## src/rtl/pvd_pkg.sv

```systemverilog
// ----------------------------------------------------------------------------
// pvd_pkg
// Shared types, widths and helpers for the plane volume distance block.
// ----------------------------------------------------------------------------
`default_nettype none

package pvd_pkg;

  localparam int FRAC_BITS = 16;

  // floor(a*b / 2^F) of two signed 32-bit values
  localparam int PROD_W = 64 - FRAC_BITS;
  // (|n| * h) >> F, |n| <= 2^31, h < 2^31
  localparam int EXT_W  = 63 - FRAC_BITS;
  // d and e, exact
  localparam int SUM_W  = PROD_W + 2;
  // d - e and d + e, exact
  localparam int DIFF_W = SUM_W + 1;

  localparam int CFG_IDX_W = 2;

  typedef enum logic [CFG_IDX_W-1:0] {
    REG_NORMAL_X     = 2'd0,
    REG_NORMAL_Y     = 2'd1,
    REG_NORMAL_Z     = 2'd2,
    REG_PLANE_OFFSET = 2'd3
  } pvd_reg_e;

  typedef struct packed {
    logic              is_box;
    logic signed [31:0] center_x;
    logic signed [31:0] center_y;
    logic signed [31:0] center_z;
    logic [30:0]       extent_x;
    logic [30:0]       extent_y;
    logic [30:0]       extent_z;
  } pvd_in_t;

  typedef struct packed {
    logic signed [31:0] min_distance;
    logic signed [31:0] max_distance;
    logic              crosses_plane;
  } pvd_out_t;

  // plane registers plus normal magnitudes formed at write time
  typedef struct packed {
    logic signed [31:0] normal_x;
    logic signed [31:0] normal_y;
    logic signed [31:0] normal_z;
    logic signed [31:0] plane_offset;
    logic [31:0]       mag_x;
    logic [31:0]       mag_y;
    logic [31:0]       mag_z;
  } pvd_plane_t;

  typedef struct packed {
    logic                   is_box;
    logic signed [PROD_W-1:0] p_x;
    logic signed [PROD_W-1:0] p_y;
    logic signed [PROD_W-1:0] p_z;
    logic [EXT_W-1:0]       q_x;
    logic [EXT_W-1:0]       q_y;
    logic [EXT_W-1:0]       q_z;
    logic [30:0]            radius;
  } pvd_prod_t;

  typedef struct packed {
    logic signed [SUM_W-1:0] center_dist;
    logic [SUM_W-1:0]        ext;
  } pvd_sum_t;

  function automatic logic signed [31:0] sat32(input logic signed [DIFF_W-1:0] v);
    logic fits;
    fits = (&v[DIFF_W-1:31]) || !(|v[DIFF_W-1:31]);
    if (fits) begin
      sat32 = v[31:0];
    end else if (v[DIFF_W-1]) begin
      sat32 = 32'sh8000_0000;
    end else begin
      sat32 = 32'sh7fff_ffff;
    end
  endfunction

endpackage

`default_nettype wire

```

## src/rtl/pvd_res.sv

```systemverilog
// ----------------------------------------------------------------------------
// pvd_res
// Result stages: bounds and |d|, then saturation and crossing test.
// ----------------------------------------------------------------------------
`default_nettype none

module pvd_res (
  input  wire logic               clk_i,
  input  wire logic               rst_ni,
  input  wire logic               valid_i,
  output logic                    ready_o,
  input  wire pvd_pkg::pvd_sum_t  data_i,
  output logic                    valid_o,
  input  wire logic               ready_i,
  output pvd_pkg::pvd_out_t       data_o
);

  localparam int SW = pvd_pkg::SUM_W;
  localparam int DW = pvd_pkg::DIFF_W;

  typedef struct packed {
    logic signed [DW-1:0] lo;
    logic signed [DW-1:0] hi;
    logic [SW-1:0]        abs_d;
    logic [SW-1:0]        ext;
  } bound_t;

  logic                 en_a, en_b;
  logic                 valid_a_q, valid_b_q;
  bound_t               bound_q, bound_d;
  pvd_pkg::pvd_out_t    out_q, out_d;
  logic signed [DW-1:0] d_ext, e_ext;

  assign en_b    = !valid_b_q || ready_i;
  assign en_a    = !valid_a_q || en_b;
  assign ready_o = en_a;

  assign d_ext = {data_i.center_dist[SW-1], data_i.center_dist};
  assign e_ext = {1'b0, data_i.ext};

  always_comb begin
    bound_d.lo    = d_ext - e_ext;
    bound_d.hi    = d_ext + e_ext;
    bound_d.abs_d = data_i.center_dist[SW-1] ? (~data_i.center_dist + SW'(1))
                                             : data_i.center_dist;
    bound_d.ext   = data_i.ext;
  end

  always_comb begin
    out_d.min_distance  = pvd_pkg::sat32(bound_q.lo);
    out_d.max_distance  = pvd_pkg::sat32(bound_q.hi);
    out_d.crosses_plane = bound_q.abs_d < bound_q.ext;
  end

  always_ff @(posedge clk_i or negedge rst_ni) begin
    if (!rst_ni) begin
      valid_a_q <= 1'b0;
      valid_b_q <= 1'b0;
    end else begin
      if (en_a) begin
        valid_a_q <= valid_i;
      end
      if (en_b) begin
        valid_b_q <= valid_a_q;
      end
    end
  end

  always_ff @(posedge clk_i) begin
    if (en_a && valid_i) begin
      bound_q <= bound_d;
    end
    if (en_b && valid_a_q) begin
      out_q <= out_d;
    end
  end

  assign valid_o = valid_b_q;
  assign data_o  = out_q;

endmodule

`default_nettype wire

```

## config.mk

```make
export PLATFORM = sky130hd
export DESIGN_NAME = pvd_res
export DESIGN_NICKNAME = d
export VERILOG_FILES = /design/src/rtl/pvd_pkg.sv /design/src/rtl/pvd_res.sv
export SDC_FILE = /design/constraint.sdc
export NUM_CORES = 1
export LEC_CHECK = 0
export BUFFER_PORTS_ARGS = -buffer_cell sky130_fd_sc_hd__buf_2
export CELL_PAD_IN_SITES_DETAIL_PLACEMENT = 2
export CELL_PAD_IN_SITES_GLOBAL_PLACEMENT = 2
export CORE_ASPECT_RATIO = 2
export CORE_MARGIN = 2
export CORE_UTILIZATION = 42
export DETAILED_ROUTE_END_ITERATION = 8
export PLACE_DENSITY = 0.87
export SLEW_MARGIN = 40
export SYNTH_ARGS = -nofsm -noshare
export SYNTH_HDL_FRONTEND = slang
export SYNTH_SLANG_ARGS = --single-unit
```

## constraint.sdc

```tcl
create_clock -name clk_i -period 16.1 [get_ports clk_i]
set_input_delay 4.025 -clock clk_i [delete_from_list [all_inputs] [get_ports clk_i]]
set_output_delay 4.025 -clock clk_i [all_outputs]
set_load 0.01 [all_outputs]
```

; Yosys cells after proc, flatten, opt, wreduce, memory -nomap -nowiden
; Cells that the tools add are included.
[word_totals]
reg_bits = 269
out_inout_bits = 67
wordCells = 34
[classes]
n_addsub = 3
magnitude_cmp = 1
muxes = 5
n_bitwise = 1
n_reduce_logical = 14
[ops]
columns = op, n
row1 = $mux 32, 4
row2 = $add 50x51->51, 1
row3 = $sub 50x51->51, 1
row4 = $add 50x2->50 const B, 1
row5 = $lt 50x50->1, 1
row6 = $not 50->50, 1
row7 = $mux 49, 1
row8 = $reduce_and 20->1, 2
row9 = $reduce_or 20->1, 2
row10 = $logic_not 1->1, 4
row11 = $logic_or 1x1->1, 4
row12 = $logic_and 1x1->1, 2

; Longest topological paths before layout
; Gate-level depths: netlist of run 1.
[logic_depth]
word_depth = 4
depth_mapped = 14
mapped_depth_nobuf = 14

; Least setup slack after synthesis of run 1
; OpenSTA, ideal clock, no wires.
[synth_path]
path_kind = input to register
from = input port ready_i
to = register bound_q[0] in the netlist's numbering, enable pin
t_arrival_ps = 8828
required_time_ps = 15513
slack_ps = 6685
stages = 2
path_buffers = 0
path_cell_list = nand3b_1 and2_1
[synth_between]
elab_chain_len = 3
[synth_lines]
columns = item, line
row1 = start: declaration, pvd_res.sv:14  ; input wire logic ready_i,
row2 = $logic_or 1x1->1, pvd_res.sv:34  ; assign en_b = !valid_b_q || ready_i;
row3 = $logic_or 1x1->1, pvd_res.sv:35  ; assign en_a = !valid_a_q || en_b;
row4 = $logic_and 1x1->1, pvd_res.sv:70  ; if (en_a && valid_i) begin
row5 = end signal: assignment, pvd_res.sv:71  ; bound_q <= bound_d;
row6 = end: declaration, pvd_res.sv:30  ; bound_t bound_q, bound_d;
; No other way between the ends.
; A chain may end at the register's enable or synchronous reset.

; Final worst setup path of run 1
[layout_path]
from = input port ready_i
to = output port ready_o
[layout_between]
elab_chain_len = 2
[layout_lines]
columns = item, line
row1 = $logic_or 1x1->1, pvd_res.sv:34
row2 = $logic_or 1x1->1, pvd_res.sv:35
row3 = end: declaration, pvd_res.sv:11  ; output logic ready_o,
; No other way between the ends.

==> results.md, run 1 <==
Final layout:
- Measured on the finished design, the core utilization comes to 47.9%.
- The fill cell total of the finished layout is 4196.
- The share of post-route cells with drive strength above 1 is 12.9%.
- Relative to the synthesized area, the layout overhead comes to 12.9%.
- The final net count is 2025.

Routing:
- In the final routed layout, each cell accounts on average for 28.5 µm.
- The first routing iteration left 626 violations.
- In this run the remaining antenna-violating nets after routing total 0.
- The total DRC errors in the routed layout is 0.
- The total wirelength of the detailed-routed design is 66100 µm.
- The via total after detailed routing is 13848.
- The first TritonRoute pass finished after 7 iterations.
- The average via count per standard cell is 5.98.

Global route:
- The overall routing resource usage is 31.8%.
- The via count of the first global-routing pass came to 16098.
- The total overflow left after global routing is 0.
- The wire length of the first global-routing pass is 98800 µm.
- Entering global routing, the biggest net connects 81 pins.
- The met1 demand-to-capacity share in global routing is 23.8%.
- The peak-usage layer in the global routing report is met2.
- Global routing used 4.96% of the available met3 tracks.
- The met2 track demand over resource in global routing is 64.5%.
- The initial antenna violation count came to 2.

Timing:
- The final count of negative-setup-slack endpoints is 0.
- The time the worst path needs with I/O delays and setup is 8.54 ns.
- The worst path uses 53.1% of the clock period.
- Setup repair after global routing left no endpoint under its margin.
- The count of pins over their slew limit is 0.
- The number of hold violations in the final report came to 0.
- The maximum clock frequency is 117 MHz.
- The post-layout worst setup margin is 7.56 ns.
- The worst setup skew after layout is 0.0250 ns.
- The transition at the pin with the smallest max-transition slack is 0.938 ns.
- The worst slew slack as a fraction of its limit is 37.0%.
- The sum of negative setup slack is 0 ns.

Clock network:
- For this design, the CTS-stage hold fixing added 0 buffers.
- Clock tree synthesis inserted a total of 26 buffers.
- The count of instances resized after the clock tree is built is 0.
- Clock-pin slew was measured on the worst setup and hold paths at 0.06 ns.
- TritonCTS built the clock tree.
- The clock reaches the later pin of the worst-skew pair after 0.57 ns.
- Post-CTS timing repair inserted 0 buffers for setup.
- No sink is reached through more buffers than the 3 on the longest clock path.
- The clock sink count is 268.
- The cell sitting at the root of the clock tree is a clkbuf_16.
- CTS built an H-tree with a depth of 1.

Critical path:
- The number of buffers and inverters on the critical path is 2.
- The critical path is of the input pin to output port type.
- Tracing the worst setup path back leads to its startpoint at ready_i.
- The slowest stage cell on the critical path is nand3b_1.
- Of all nets on the critical path, the largest fanout is 3.
- Among the stages of the critical path, the cell type that occurs most often is buf_2.
- The worst setup path is launched from an input pin.
- In this run the critical register-to-register path is captured at data_o[0]$_DFFE_PP_.
- Data arrives at the worst endpoint at 4.52 ns.
- In this run the critical register-to-register path is launched from bound_q[27]$_DFFE_PP_.
- The endpoint of the worst setup timing path is ready_o.
- STA classifies the critical path endpoint as an output port.
- The cell depth of the worst flop-to-flop path is 12.
- In this run the register-to-register setup slack is 13.45 ns.
- The largest single stage delay on the critical path is 0.21 ns.
- The kind of cell with the highest combined delay on the critical path is buffers and inverters.
- The critical path runs through a total of 3 cells.
- The critical path goes through buf_2 -> nand3b_1 -> buf_2.
- Data on the critical path is required at its endpoint by 12.07 ns.

Placed design:
- The post-DP HPWL is 52800 µm.
- The congestion estimate from routability-driven global placement came to 0.974.
- The quantity of I/O buffers inserted on ports is 170.
- The placement-stage worst setup slack is 7.55 ns.

Die:
- The starting utilization of the core area is 42.5%.
- The horizontal extent of the die is 145 µm.
- The number of standard-cell rows in the floorplan is 103.
- The die outline area is 41600 µm².
- The vertical extent of the die is 286 µm.
- 171 I/O pins were placed.
- The core region area is 39400 µm².

Synth:
- In this run the cell area of the synthesized design comes to 16700 µm².
- The most area-hungry cell type in the Yosys netlist is edfxtp_1.
- The share of the yosys chip area belonging to registers is 48.0%.
- By area the synthesized netlist is led by edfxtp_1 (48%), ha_1 (11%), xnor2_1 (6.9%), inv_1 (4.6%), a21oi_1 (3.8%).
- In the synthesized netlist, the number of instances is 1628.
- The mean cell area of the mapped netlist is 10.3 µm².
- The number of nets handed over by synthesis was 1884.
- In the synthesized netlist the dominant register cell turns out to be edfxtp_1.
- After synthesis, the share of flip-flops with an asynchronous set or reset is 0.746%.
- Counting flops and latches in the post-synthesis netlist gives 268.
- The share of the synthesized area in the top cell type is 47.7%.
- Counting flops with a built-in enable in the synthesized netlist gives 266.
- The distinct cell type count after synthesis is 58.
- The yosys synthesis warning count is 0.

Outcome:
- The run finished with clean final reports.

Job:
- The count of max-cap constraint violations is 0.

Power and ir drop:
- Summed over all cells, the static leakage comes to 7.71 nW.
- For this design the ratio of total power to cell area is 104 nW/µm².
- The highest ir drop seen on vdd is 89.3 µV.

Min path:
- The class of the tightest hold or removal check is flop to flop.
## layer usage
metal / vias to the layer above / wire length (µm)
met4: 0 / 7880
met3: 308 / 2750
met1: 6860 / 17800
li1: 6146 / -
met2: 534 / 37600
met5: - / 0
## cell usage after synthesis, types with 5 or more instances
| cell type | count |
|---|---|
| clkbuf_1 | 56 |
| or3_1 | 11 |
| clkinv_1 | 5 |
| inv_1 | 207 |
| nor3_1 | 20 |
| nand3_1 | 22 |
| o211ai_1 | 8 |
| a21oi_1 | 128 |
| ha_1 | 150 |
| or4_1 | 10 |
| xnor2_1 | 132 |
| buf_1 | 5 |
| o31ai_1 | 35 |
| nor2_1 | 105 |
| o21a_1 | 7 |
| o41ai_1 | 10 |
| o21ai_0 | 128 |
| a41oi_1 | 6 |
| a31oi_1 | 12 |
| a211oi_1 | 13 |
| xor2_1 | 10 |
| nand2_1 | 63 |
| nor2b_1 | 14 |
| and3_1 | 8 |
| nor4_1 | 29 |
| a221oi_1 | 5 |
| a21o_1 | 26 |
| nand4_1 | 32 |
| edfxtp_1 | 266 |
| o21bai_1 | 29 |
| nand2b_1 | 23 |
## flip-flops by register name, indices dropped and copies added, names as in the netlist
name and count:
bound_q 201, data_o 65, valid_a_q 1, valid_o 1
## worst min path at each step
| stage | to | cells after the start | start |
|---|---|---|---|
| CTS | valid_o$_DFFE_PN0P_ | 1 | valid_a_q$_DFFE_PN0N_ |
| global placement | valid_o$_DFFE_PN0P_ | 1 | valid_a_q$_DFFE_PN0N_ |
| detailed placement | valid_o$_DFFE_PN0P_ | 1 | valid_a_q$_DFFE_PN0N_ |
| global route | valid_o$_DFFE_PN0P_ | 1 | valid_a_q$_DFFE_PN0N_ |
| finish | valid_o$_DFFE_PN0P_ | 1 | valid_a_q$_DFFE_PN0N_ |
| floorplan | valid_o$_DFFE_PN0P_ | 1 | valid_a_q$_DFFE_PN0N_ |
## area by class of cell
| type | instances | area, µm² | share of cell area (%) |
|---|---|---|---|
| Multi-Input combinational cell | 1085 | 7710 | 40.8 |
| Inverter | 212 | 796 | 4.21 |
| Clock inverter | 12 | 85.1 | 0.450 |
| Clock buffer | 33 | 698 | 3.69 |
| Timing Repair Buffer | 176 | 910 | 4.81 |
| Tap cell | 525 | 657 | 3.47 |
| Antenna cell | 5 | 12.5 | 0.0662 |
| Sequential cell | 268 | 8040 | 42.5 |
## logic make-up (layout without fill, tap and decap cells)
logic type,Yosys count,in the layout,share of synthesized area (%)
and+or+nand+nor,353,353,10.7
adders and majority gates,152,152,11.4
AOI/OAI and AO/OA,438,438,16.2
buffers and inverters,275,433,6.22
xor gates and xnor gates,142,142,7.43
other,0,5,0
DFF,268,268,48.0
## cells in the final DEF, fill, tap and decap left out, types with 4 or more instances in the layout
| master | synthesis | final |
|---|---|---|
| edfxtp_1 | 266 | 266 |
| inv_1 | 207 | 207 |
| buf_2 | 1 | 169 |
| ha_1 | 150 | 150 |
| xnor2_1 | 132 | 132 |
| a21oi_1 | 128 | 128 |
| o21ai_0 | 128 | 128 |
| nor2_1 | 105 | 105 |
| nand2_1 | 63 | 63 |
| o31ai_1 | 35 | 33 |
| nand4_1 | 32 | 32 |
| o21bai_1 | 29 | 29 |
| nor4_1 | 29 | 29 |
| clkbuf_16 | 0 | 27 |
| a21o_1 | 26 | 26 |
| nand3_1 | 22 | 22 |
| nand2b_1 | 23 | 21 |
| nor3_1 | 20 | 20 |
| nor2b_1 | 14 | 14 |
| a211oi_1 | 13 | 12 |
| or3_1 | 11 | 11 |
| clkinv_1 | 5 | 10 |
| or4_1 | 10 | 10 |
| a31oi_1 | 12 | 10 |
| xor2_1 | 10 | 10 |
| o41ai_1 | 10 | 10 |
| o211ai_1 | 8 | 8 |
| and3_1 | 8 | 8 |
| o21a_1 | 7 | 7 |
| a41oi_1 | 6 | 6 |
| clkbuf_1 | 56 | 6 |
| diode_2 | 0 | 5 |
| a211o_1 | 4 | 4 |
| a221oi_1 | 5 | 4 |
| or4_4 | 4 | 4 |
| clkinv_2 | 0 | 4 |
| buf_4 | 0 | 4 |
## power by group
part | internal, W | switching (W)
clock network | 0.000321 | 0.000275
registers | 0.000867 | 0.0000285
logic | 0.000152 | 0.000324
total | 0.00134 | 0.000628
## per-stage QoR
stage,cells,hold slack [ns],instance area (µm²),power (W)
detailed placement,2266,0.527,18100,0.00137
finish,2316,0.548,18900,0.00197
global route,2311,0.559,18900,0.00204
CTS,2311,0.551,18900,0.00197
floorplan,1628,0.449,16700,0.00117
global placement,2266,0.466,18100,0.00134
No activity file was read; power rests on OpenSTA's default activity.
==> inputs of run 2 (changes only) <==
--- a/config.mk
+++ b/config.mk
@@ -5,14 +5,15 @@
 export SDC_FILE = /design/constraint.sdc
 export NUM_CORES = 1
 export LEC_CHECK = 0
+export ABC_AREA = 1
 export BUFFER_PORTS_ARGS = -buffer_cell sky130_fd_sc_hd__buf_2
 export CELL_PAD_IN_SITES_DETAIL_PLACEMENT = 2
 export CELL_PAD_IN_SITES_GLOBAL_PLACEMENT = 2
 export CORE_ASPECT_RATIO = 2
 export CORE_MARGIN = 2
-export CORE_UTILIZATION = 42
+export CORE_UTILIZATION = 32
 export DETAILED_ROUTE_END_ITERATION = 8
-export PLACE_DENSITY = 0.87
+export PLACE_DENSITY = 0.78
 export SLEW_MARGIN = 40
 export SYNTH_ARGS = -nofsm -noshare
 export SYNTH_HDL_FRONTEND = slang
==> constraint.sdc (replaced) <==
create_clock -name clk_i -period 7 [get_ports clk_i]
set_input_delay 1.75 -clock clk_i [delete_from_list [all_inputs] [get_ports clk_i]]
set_output_delay 1.75 -clock clk_i [all_outputs]
set_load 0.01 [all_outputs]
==> run 2 against run 1 <==
  * Die area rose by 58%
  * Via count rose by 40%
  * Setup slack got worse by 4.6 ns
  * Core utilization fell by 11 points
  * Register-to-register slack got worse by 9.2 ns
==> results.md, run 2 <==
Outcome:
- Result of the run: finished clean (unchanged).

Critical path:
- The element type at the critical path end is a flop (was output port).
- The required time at the endpoint of the critical path came to 7.34 ns (was 12.07 ns).
- The type of element launching the critical path is an input pin (unchanged).
- The type of the setup path with the least slack is input pin to flop (was input pin to output port).
- The highest net fanout along the worst path is 8 (was 3).
- The arrival time at the worst endpoint came to 4.38 ns (was 4.52 ns).

Timing:
- The count of pins over their slew limit is 0 (unchanged).
- The number of hold violations in the final report is 0 (unchanged).
- The final count of negative-setup-slack endpoints is 0 (unchanged).
- For this run, the top clock speed supported by timing is 248 MHz.
- Unrepaired setup endpoints after global routing: false (unchanged).
- The time the worst path needs with I/O delays and setup is 4.03 ns.
- The sum of negative setup slack is 0 ns (unchanged).
- The worst slew slack as a fraction of its limit is 47.5% (was 37.0%).
- The share of the cycle needed by the critical path after routing is 57.6%.
- The worst setup skew after layout came to 0.0277 ns (was 0.0250 ns).
- The transition at the pin with the smallest max-transition slack was 0.787 ns (was 0.938 ns).

Synth:
- The dominant synthesized flop cell was edfxtp_1 (unchanged).
- Top cells by area in the synthesized netlist: edfxtp_1 (39%), nand2_1 (14%), inv_1 (11%), ha_1 (9.2%), nor2_1 (4.6%) (was edfxtp_1 (48%), ha_1 (11%), xnor2_1 (6.9%), inv_1 (4.6%), a21oi_1 (3.8%)).
- The share of the yosys chip area belonging to registers is 39.4% (was 48.0%).
- The number of nets produced by synthesis came to 3037 (was 1884).
- The yosys synthesis warning count was 0 (unchanged).
- The most frequent cell after synthesis is nand2_1 (was edfxtp_1).
- The distinct cell type count after synthesis came to 42 (was 58).
- The most area-hungry cell type in the Yosys netlist is edfxtp_1 (unchanged).
- The cell count after synthesis is 2781 (was 1628).
- The share of the synthesized area in the top cell type was 39.2% (was 47.7%).
- The fraction of registers with async set/reset is 0.746% (unchanged).
- The mean cell area of the mapped netlist is 7.33 µm² (was 10.3 µm²).
- The number of enable flip-flop cells after synthesis was 266 (unchanged).
- Synth cell count leaders: nand2_1 (767), inv_1 (596), edfxtp_1 (266) (was edfxtp_1 (266), inv_1 (207), ha_1 (150)).
- The flip-flop and latch count after synthesis is 268 (unchanged).
- The post-synthesis cell area is 20400 µm² (was 16700 µm²).

Final layout:
- The relative area change from synthesis to final layout is 12.7% (was 12.9%).
- The final cell count without fillers is 3741 (was 2316).
- Most used cells in the layout excluding fill and tap cells: nand2_1 (765), inv_1 (595), edfxtp_1 (266) (was edfxtp_1 (266), inv_1 (207), buf_2 (169)).
- The final core utilization is 36.5% (was 47.9%).
- The antenna cell count was 0 (was 5).
- The fill cell total of the finished layout is 7484 (was 4196).
- The number of flip-flops in the largest register came to 201 (unchanged).
- The share of post-route cells with drive strength above 1 is 8.51% (was 12.9%).
- The largest register by flop count is bound_q (unchanged).
- The leading cell type in the layout, fill and taps excluded is nand2_1 (was edfxtp_1).
- The final net count is 3183 (was 2025).

Power and ir drop:
- The highest ir drop seen on vdd was 168 µV (was 89.3 µV).
- The total power of the final layout is 0.00506 W (was 0.00197 W).
- The reported leakage power came to 11.5 nW (was 7.71 nW).
- The power density of the placed cells was 220 nW/µm² (was 104 nW/µm²).

Placed design:
- The number of instances in the placed design was 3689 (was 2266).
- The quantity of I/O buffers inserted on ports is 170 (unchanged).
- The weighted congestion reported at the end of routability-driven placement was 0.985 (was 0.974).
- The post-DP HPWL is 84100 µm (was 52800 µm).

Clock network:
- The clock tree from TritonCTS is built (unchanged).
- The clock sink count was 268 (unchanged).
- The number of CTS-inserted buffers came to 28 (was 26).
- The post-CTS setup buffer count was 0 (unchanged).
- The root buffer selected by CTS is clkbuf_16 (unchanged).
- The clock latency on the worst-skew pair came to 0.61 ns (was 0.57 ns).
- The total of hold buffers inserted after clock tree synthesis is 0 (unchanged).
- The post-CTS clock slew at the launch and capture registers of the worst setup and hold paths is 0.08 ns (was 0.06 ns).
- The count of instances resized after the clock tree is built came to 0 (unchanged).
- The H-tree level count came to 1 (unchanged).
- The number of buffers between clock root and the deepest sink came to 3 (unchanged).

Routing:
- The via total after detailed routing came to 19336 (was 13848).
- The number of iterations in the first detailed-routing pass is 5 (was 7).
- The remaining antenna violation count after routing was 0 (unchanged).
- The average via count per standard cell is 5.17 (was 5.98).
- The routed length per placed instance is 26.3 µm (was 28.5 µm).
- The total wirelength of the detailed-routed design is 98500 µm (was 66100 µm).
- The first-iteration detailed-routing DRC count is 905 (was 626).
- The total DRC errors in the routed layout came to 0 (unchanged).

Global route:
- The wire length of the first global-routing pass is 141000 µm (was 98800 µm).
- The overall routing resource usage is 29.6% (was 31.8%).
- The global route total overflow was 0 (unchanged).
- The pin count of the biggest net entering global routing is 98 (was 81).
- The via count of the first global-routing pass is 21672 (was 16098).
- The initial antenna violation count is 1 (was 2).

Die:
- The starting utilization of the core area is 32.4% (was 42.5%).
- The total I/O pin count is 171 (unchanged).
- The vertical extent of the die came to 361 µm (was 286 µm).
- The core region area is 62900 µm² (was 39400 µm²).
- The horizontal extent of the die is 182 µm (was 145 µm).
- The die outline area came to 65800 µm² (was 41600 µm²).
- The number of standard-cell rows in the floorplan is 130 (was 103).

Min path:
- The class of the tightest hold or removal check is flop to flop (unchanged).

Job:
- The count of max-cap constraint violations is 0 (unchanged).
[run 2: changes by cell type after synthesis, sizes merged, moves of 18 or more]
| cell | previous run | this run |
|---|---|---|
| a21o | 26 | 2 |
| buf | 7 | 40 |
| clkbuf | 56 | 25 |
| inv | 207 | 598 |
| nand2 | 63 | 771 |
| nand2b | 23 | 0 |
| nand3 | 22 | 131 |
| nand4 | 32 | 55 |
| nor2 | 105 | 258 |
| nor3 | 20 | 41 |
| o21ai | 128 | 146 |
| o31ai | 35 | 1 |
| xnor2 | 132 | 20 |
| xor2 | 10 | 80 |
[run 2: critical path: stages]
cell	delay [ns]
buf_2	0.14
inv_1	0.06
ha_1	0.55
nand2_1	0.15
nand2_1	0.26
a21oi_1	0.27
inv_1	0.10
a21oi_1	0.16
nand2_1	0.22
nand2_1	0.13
nand2_1	0.13
xor2_1	0.47
[run 2: report_power, final]
part | internal, W | switching, W | total (W)
logic | 0.000362 | 0.00100 | 0.00137
registers | 0.00201 | 0.0000831 | 0.00209
clock network | 0.000872 | 0.000733 | 0.00161
[run 2: metal layers]
layer / wire length [µm] / global-route usage, % / part of all wire (%) / vias to the layer above
met3: 2460 / 2.33 / 2.5 / 303
met5: 16 / 0 / 0.016 / -
met2: 52200 / 56.3 / 53 / 521
met4: 11700 / 29.3 / 12 / 2
li1: - / - / - / 9062
met1: 32100 / 26.8 / 33 / 9448
[run 2: area by class of cell]
cell class	instances	area [µm²]	area share, %
timing repair buffer	181	970	4.22
inverter	598	2250	9.80
multi-input combinational	1850	9800	42.7
clock buffer	33	741	3.22
clock inverter	19	184	0.801
sequential	268	8040	35.0
tap	792	991	4.31
[run 2: final timing paths]
kind / start / end / slack, ns / cells past startpoint
min in group asynchronous: rst_ni / valid_o$_DFFE_PN0P_ / 0.93 / 1
min reg2reg: valid_a_q$_DFFE_PN0N_ / valid_o$_DFFE_PN0P_ / 0.56 / 2
max reg2reg: bound_q[150]$_DFFE_PP_ / data_o[7]$_DFFE_PP_ / 4.23 / 7
min: valid_a_q$_DFFE_PN0N_ / valid_o$_DFFE_PN0P_ / 0.56 / 2
max: data_i[11] / bound_q[181]$_DFFE_PP_ / 2.97 / 12
max in group asynchronous: rst_ni / valid_a_q$_DFFE_PN0N_ / 5.98 / 1
[run 2: stage by stage]
| stage | setup WS, ns | hold slack [ns] | instance area [µm²] |
|---|---|---|---|
| 3_3_place_gp | 2.55 | 0.490 | 22000 |
| 4_1_cts | 2.97 | 0.561 | 23000 |
| 5_1_grt | 2.91 | 0.607 | 23000 |
| 3_5_place_dp | 2.41 | 0.545 | 22000 |
| 6_report | 2.97 | 0.556 | 23000 |
| 2_1_floorplan | 0.525 | 0.447 | 20400 |
[run 2: logic make-up (layout without fill, tap and decap cells)]
kind of cell	Yosys count	count (layout)	share of synthesized area, %
and+or+nand+nor	1285	1285	26.2
buffers and inverters	663	831	12.6
AOI/OAI and AO/OA	313	313	8.09
DFF	268	268	39.4
adders and majority gates	152	152	9.41
xor gates and xnor gates	100	100	4.30
==> inputs of run 3 (changes only) <==
--- a/config.mk
+++ b/config.mk
@@ -11,9 +11,9 @@
 export CELL_PAD_IN_SITES_GLOBAL_PLACEMENT = 2
 export CORE_ASPECT_RATIO = 2
 export CORE_MARGIN = 2
-export CORE_UTILIZATION = 32
+export CORE_UTILIZATION = 36
 export DETAILED_ROUTE_END_ITERATION = 8
-export PLACE_DENSITY = 0.78
+export PLACE_DENSITY = 0.83
 export SLEW_MARGIN = 40
 export SYNTH_ARGS = -nofsm -noshare
 export SYNTH_HDL_FRONTEND = slang
==> constraint.sdc (replaced) <==
create_clock -name clk_i -period 3.8 [get_ports clk_i]
set_input_delay 0.95 -clock clk_i [delete_from_list [all_inputs] [get_ports clk_i]]
set_output_delay 0.95 -clock clk_i [all_outputs]
set_load 0.01 [all_outputs]
==> run 3 against run 2 <==
  * First-iteration DRC count increased by 24%
  * Sequential share of layout area decreased by 0.71 points
  * Cell count increased by 0.51%
  * Combinational power increased by 95%
  * Largest cell class unchanged
==> results.md, run 3 (same netlist as run 2, synthesis figures left out) <==
Timing:
- Unrepaired setup endpoints after global routing: false (unchanged).
- The number of hold violations in the final report was 0 (unchanged).
- The count of pins over their slew limit is 0 (unchanged).
- The worst slew slack as a fraction of its limit is 53.6% (was 47.5%).
- The post-layout worst setup margin was 0.358 ns (was 2.97 ns).
- For the finished layout, the period the worst path requires is 3.44 ns.
- The worst setup skew after layout is 0.0317 ns (was 0.0277 ns).
- The final count of negative-setup-slack endpoints is 0 (unchanged).
- The maximum clock frequency is 291 MHz.
- The share of the cycle needed by the critical path after routing is 90.6%.
- The transition at the pin with the smallest max-transition slack is 0.689 ns (was 0.787 ns).

Critical path:
- The internal reg-to-reg setup slack is 0.97 ns (was 4.23 ns).
- The type of the setup path with the least slack is input pin to flop (unchanged).
- The element type at the critical path end is a flop (unchanged).
- The highest net fanout along the worst path was 8 (unchanged).
- The type of element launching the critical path is an input pin (unchanged).
- The required time at the endpoint of the critical path came to 4.10 ns (was 7.34 ns).
- The arrival time at the worst endpoint is 3.75 ns (was 4.38 ns).

Clock network:
- The H-tree level count is 1 (unchanged).
- The post-CTS clock slew at the launch and capture registers of the worst setup and hold paths came to 0.07 ns (was 0.08 ns).
- The clock tree from TritonCTS is built (unchanged).
- The total of hold buffers inserted after clock tree synthesis is 0 (unchanged).
- The root buffer selected by CTS was clkbuf_16 (unchanged).
- The clock sink count was 268 (unchanged).
- The count of instances resized after the clock tree is built came to 0 (unchanged).
- The post-CTS setup buffer count was 0 (unchanged).
- The clock latency on the worst-skew pair came to 0.62 ns (was 0.61 ns).
- The number of CTS-inserted buffers is 29 (was 28).
- The number of buffers between clock root and the deepest sink is 3 (unchanged).

Routing:
- The average via count per standard cell was 5.34 (was 5.17).
- The remaining antenna violation count after routing is 0 (unchanged).
- The highest metal layer used by the detailed router is met4 (was met5).
- The detailed-route wire length on metal 1 was 32600 µm (was 32100 µm).
- The detailed route wirelength on metal2 is 54600 µm (was 52200 µm).
- The via total after detailed routing is 20077 (was 19336).
- The total wirelength of the detailed-routed design is 103000 µm (was 98500 µm).
- The number of iterations in the first detailed-routing pass is 5 (unchanged).
- The first-iteration detailed-routing DRC count is 1126 (was 905).
- The routed length per placed instance was 27.3 µm (was 26.3 µm).
- The total DRC errors in the routed layout was 0 (unchanged).
- The total met3 wirelength after detailed routing is 3340 µm (was 2460 µm).

Final layout:
- The leading cell type in the layout, fill and taps excluded was nand2_1 (unchanged).
- The relative area change from synthesis to final layout is 15.1% (was 12.7%).
- The final cell count without fillers is 3760 (was 3741).
- The share of post-route cells with drive strength above 1 is 10.5% (was 8.51%).
- The final net count was 3245 (was 3183).
- Most used cells in the layout excluding fill and tap cells: nand2_1 (766), inv_1 (594), edfxtp_1 (266) (was nand2_1 (765), inv_1 (595), edfxtp_1 (266)).
- The largest register by flop count is bound_q (unchanged).
- The antenna cell count is 0 (unchanged).
- The number of flip-flops in the largest register is 201 (unchanged).
- The fill cell total of the finished layout is 6739 (was 7484).

Global route:
- The overall routing resource usage is 35.1% (was 29.6%).
- The pin count of the biggest net entering global routing is 53 (was 98).
- The initial antenna violation count is 1 (unchanged).
- The global route total overflow is 0 (unchanged).
- The via count of the first global-routing pass was 22851 (was 21672).
- The wire length of the first global-routing pass is 148000 µm (was 141000 µm).

Die:
- The total I/O pin count is 171 (unchanged).
- The number of standard-cell rows in the floorplan came to 123 (was 130).
- The core region area was 56200 µm² (was 62900 µm²).
- The vertical extent of the die came to 340 µm (was 361 µm).
- The starting utilization of the core area came to 36.3% (was 32.4%).
- The horizontal extent of the die is 172 µm (was 182 µm).
- The die outline area was 58600 µm² (was 65800 µm²).

Min path:
- The class of the tightest hold or removal check is input pin to asynchronous set/reset pin (was flop to flop).

Placed design:
- The weighted congestion reported at the end of routability-driven placement is 0.977 (was 0.985).
- The post-DP HPWL is 85200 µm (was 84100 µm).
- The placement-stage worst setup slack came to -0.166 ns (was 2.41 ns).
- The number of instances in the placed design is 3708 (was 3689).
- The quantity of I/O buffers inserted on ports came to 170 (unchanged).

Power and ir drop:
- The reported leakage power is 11.8 nW (was 11.5 nW).
- The highest ir drop seen on vdd is 331 µV (was 168 µV).
- The power density of the placed cells was 409 nW/µm² (was 220 nW/µm²).

Job:
- The count of max-cap constraint violations is 0 (unchanged).

Outcome:
- Result of the run: finished clean (unchanged).
==> run 3: cell type report <==
class	count	area [µm²]	area share [%]
clock buffers	35	778	3.32
clock inverters	17	180	0.768
inverters	598	2260	9.66
multi-input cells	1850	9810	41.8
flip-flops and latches	268	8040	34.3
well taps	750	938	4.00
repair buffers	242	1440	6.15
==> run 3: power by group <==
part | switching [W] | leakage, nW | internal [W] | total, W
sequential | 0.000149 | 2.58 | 0.00370 | 0.00385
clock | 0.00141 | 0.469 | 0.00167 | 0.00308
combinational | 0.00192 | 8.76 | 0.000749 | 0.00267
==> run 3: through the flow <==
| stage | TNS [ns] | util, % | instance area, µm² | hold slack, ns | power [W] |
|---|---|---|---|---|---|
| global placement | -0.148 | 40.0 | 22500 | 0.561 | 0.00634 |
| finish | 0 | 41.8 | 23500 | 0.130 | 0.00960 |
| floorplan | -150.42 | - | 20400 | 0.522 | 0.00524 |
| global route | 0 | 41.8 | 23500 | 0.123 | 0.00993 |
| CTS | 0 | 41.8 | 23500 | 0.108 | 0.00961 |
| detailed placement | -0.289 | 40.0 | 22500 | 0.597 | 0.00651 |
==> run 3: worst max-delay path, cell delays in order <==
cell and delay, ns:
buf_2 0.16, inv_1 0.07, ha_1 0.51, nand2_1 0.14, nand2_1 0.25, a21oi_1 0.32
inv_1 0.12, a21oi_1 0.15, nand2_1 0.18, nand2_1 0.10, nand2_1 0.19, xor2_1 0.59
==> run 3: worst paths after layout <==
kind	start	endpoint	depth (start not counted)
max in group asynchronous	rst_ni	valid_a_q$_DFFE_PN0N_	1
min	rst_ni	valid_o$_DFFE_PN0P_	1
max reg2reg	bound_q[150]$_DFFE_PP_	data_o[28]$_DFFE_PP_	6
max	data_i[13]	bound_q[181]$_DFFE_PP_	12
min reg2reg	valid_a_q$_DFFE_PN0N_	valid_o$_DFFE_PN0P_	2
min in group clk_i	data_i[48]	bound_q[48]$_DFFE_PP_	1
==> run 3: routing by layer <==
metal | up-vias | GRT usage (%)
met2 | 644 | 66.2
met4 | 0 | 33.1
met1 | 9861 | 31.6
li1 | 9193 | -
met5 | - | 0
met3 | 379 | 3.76
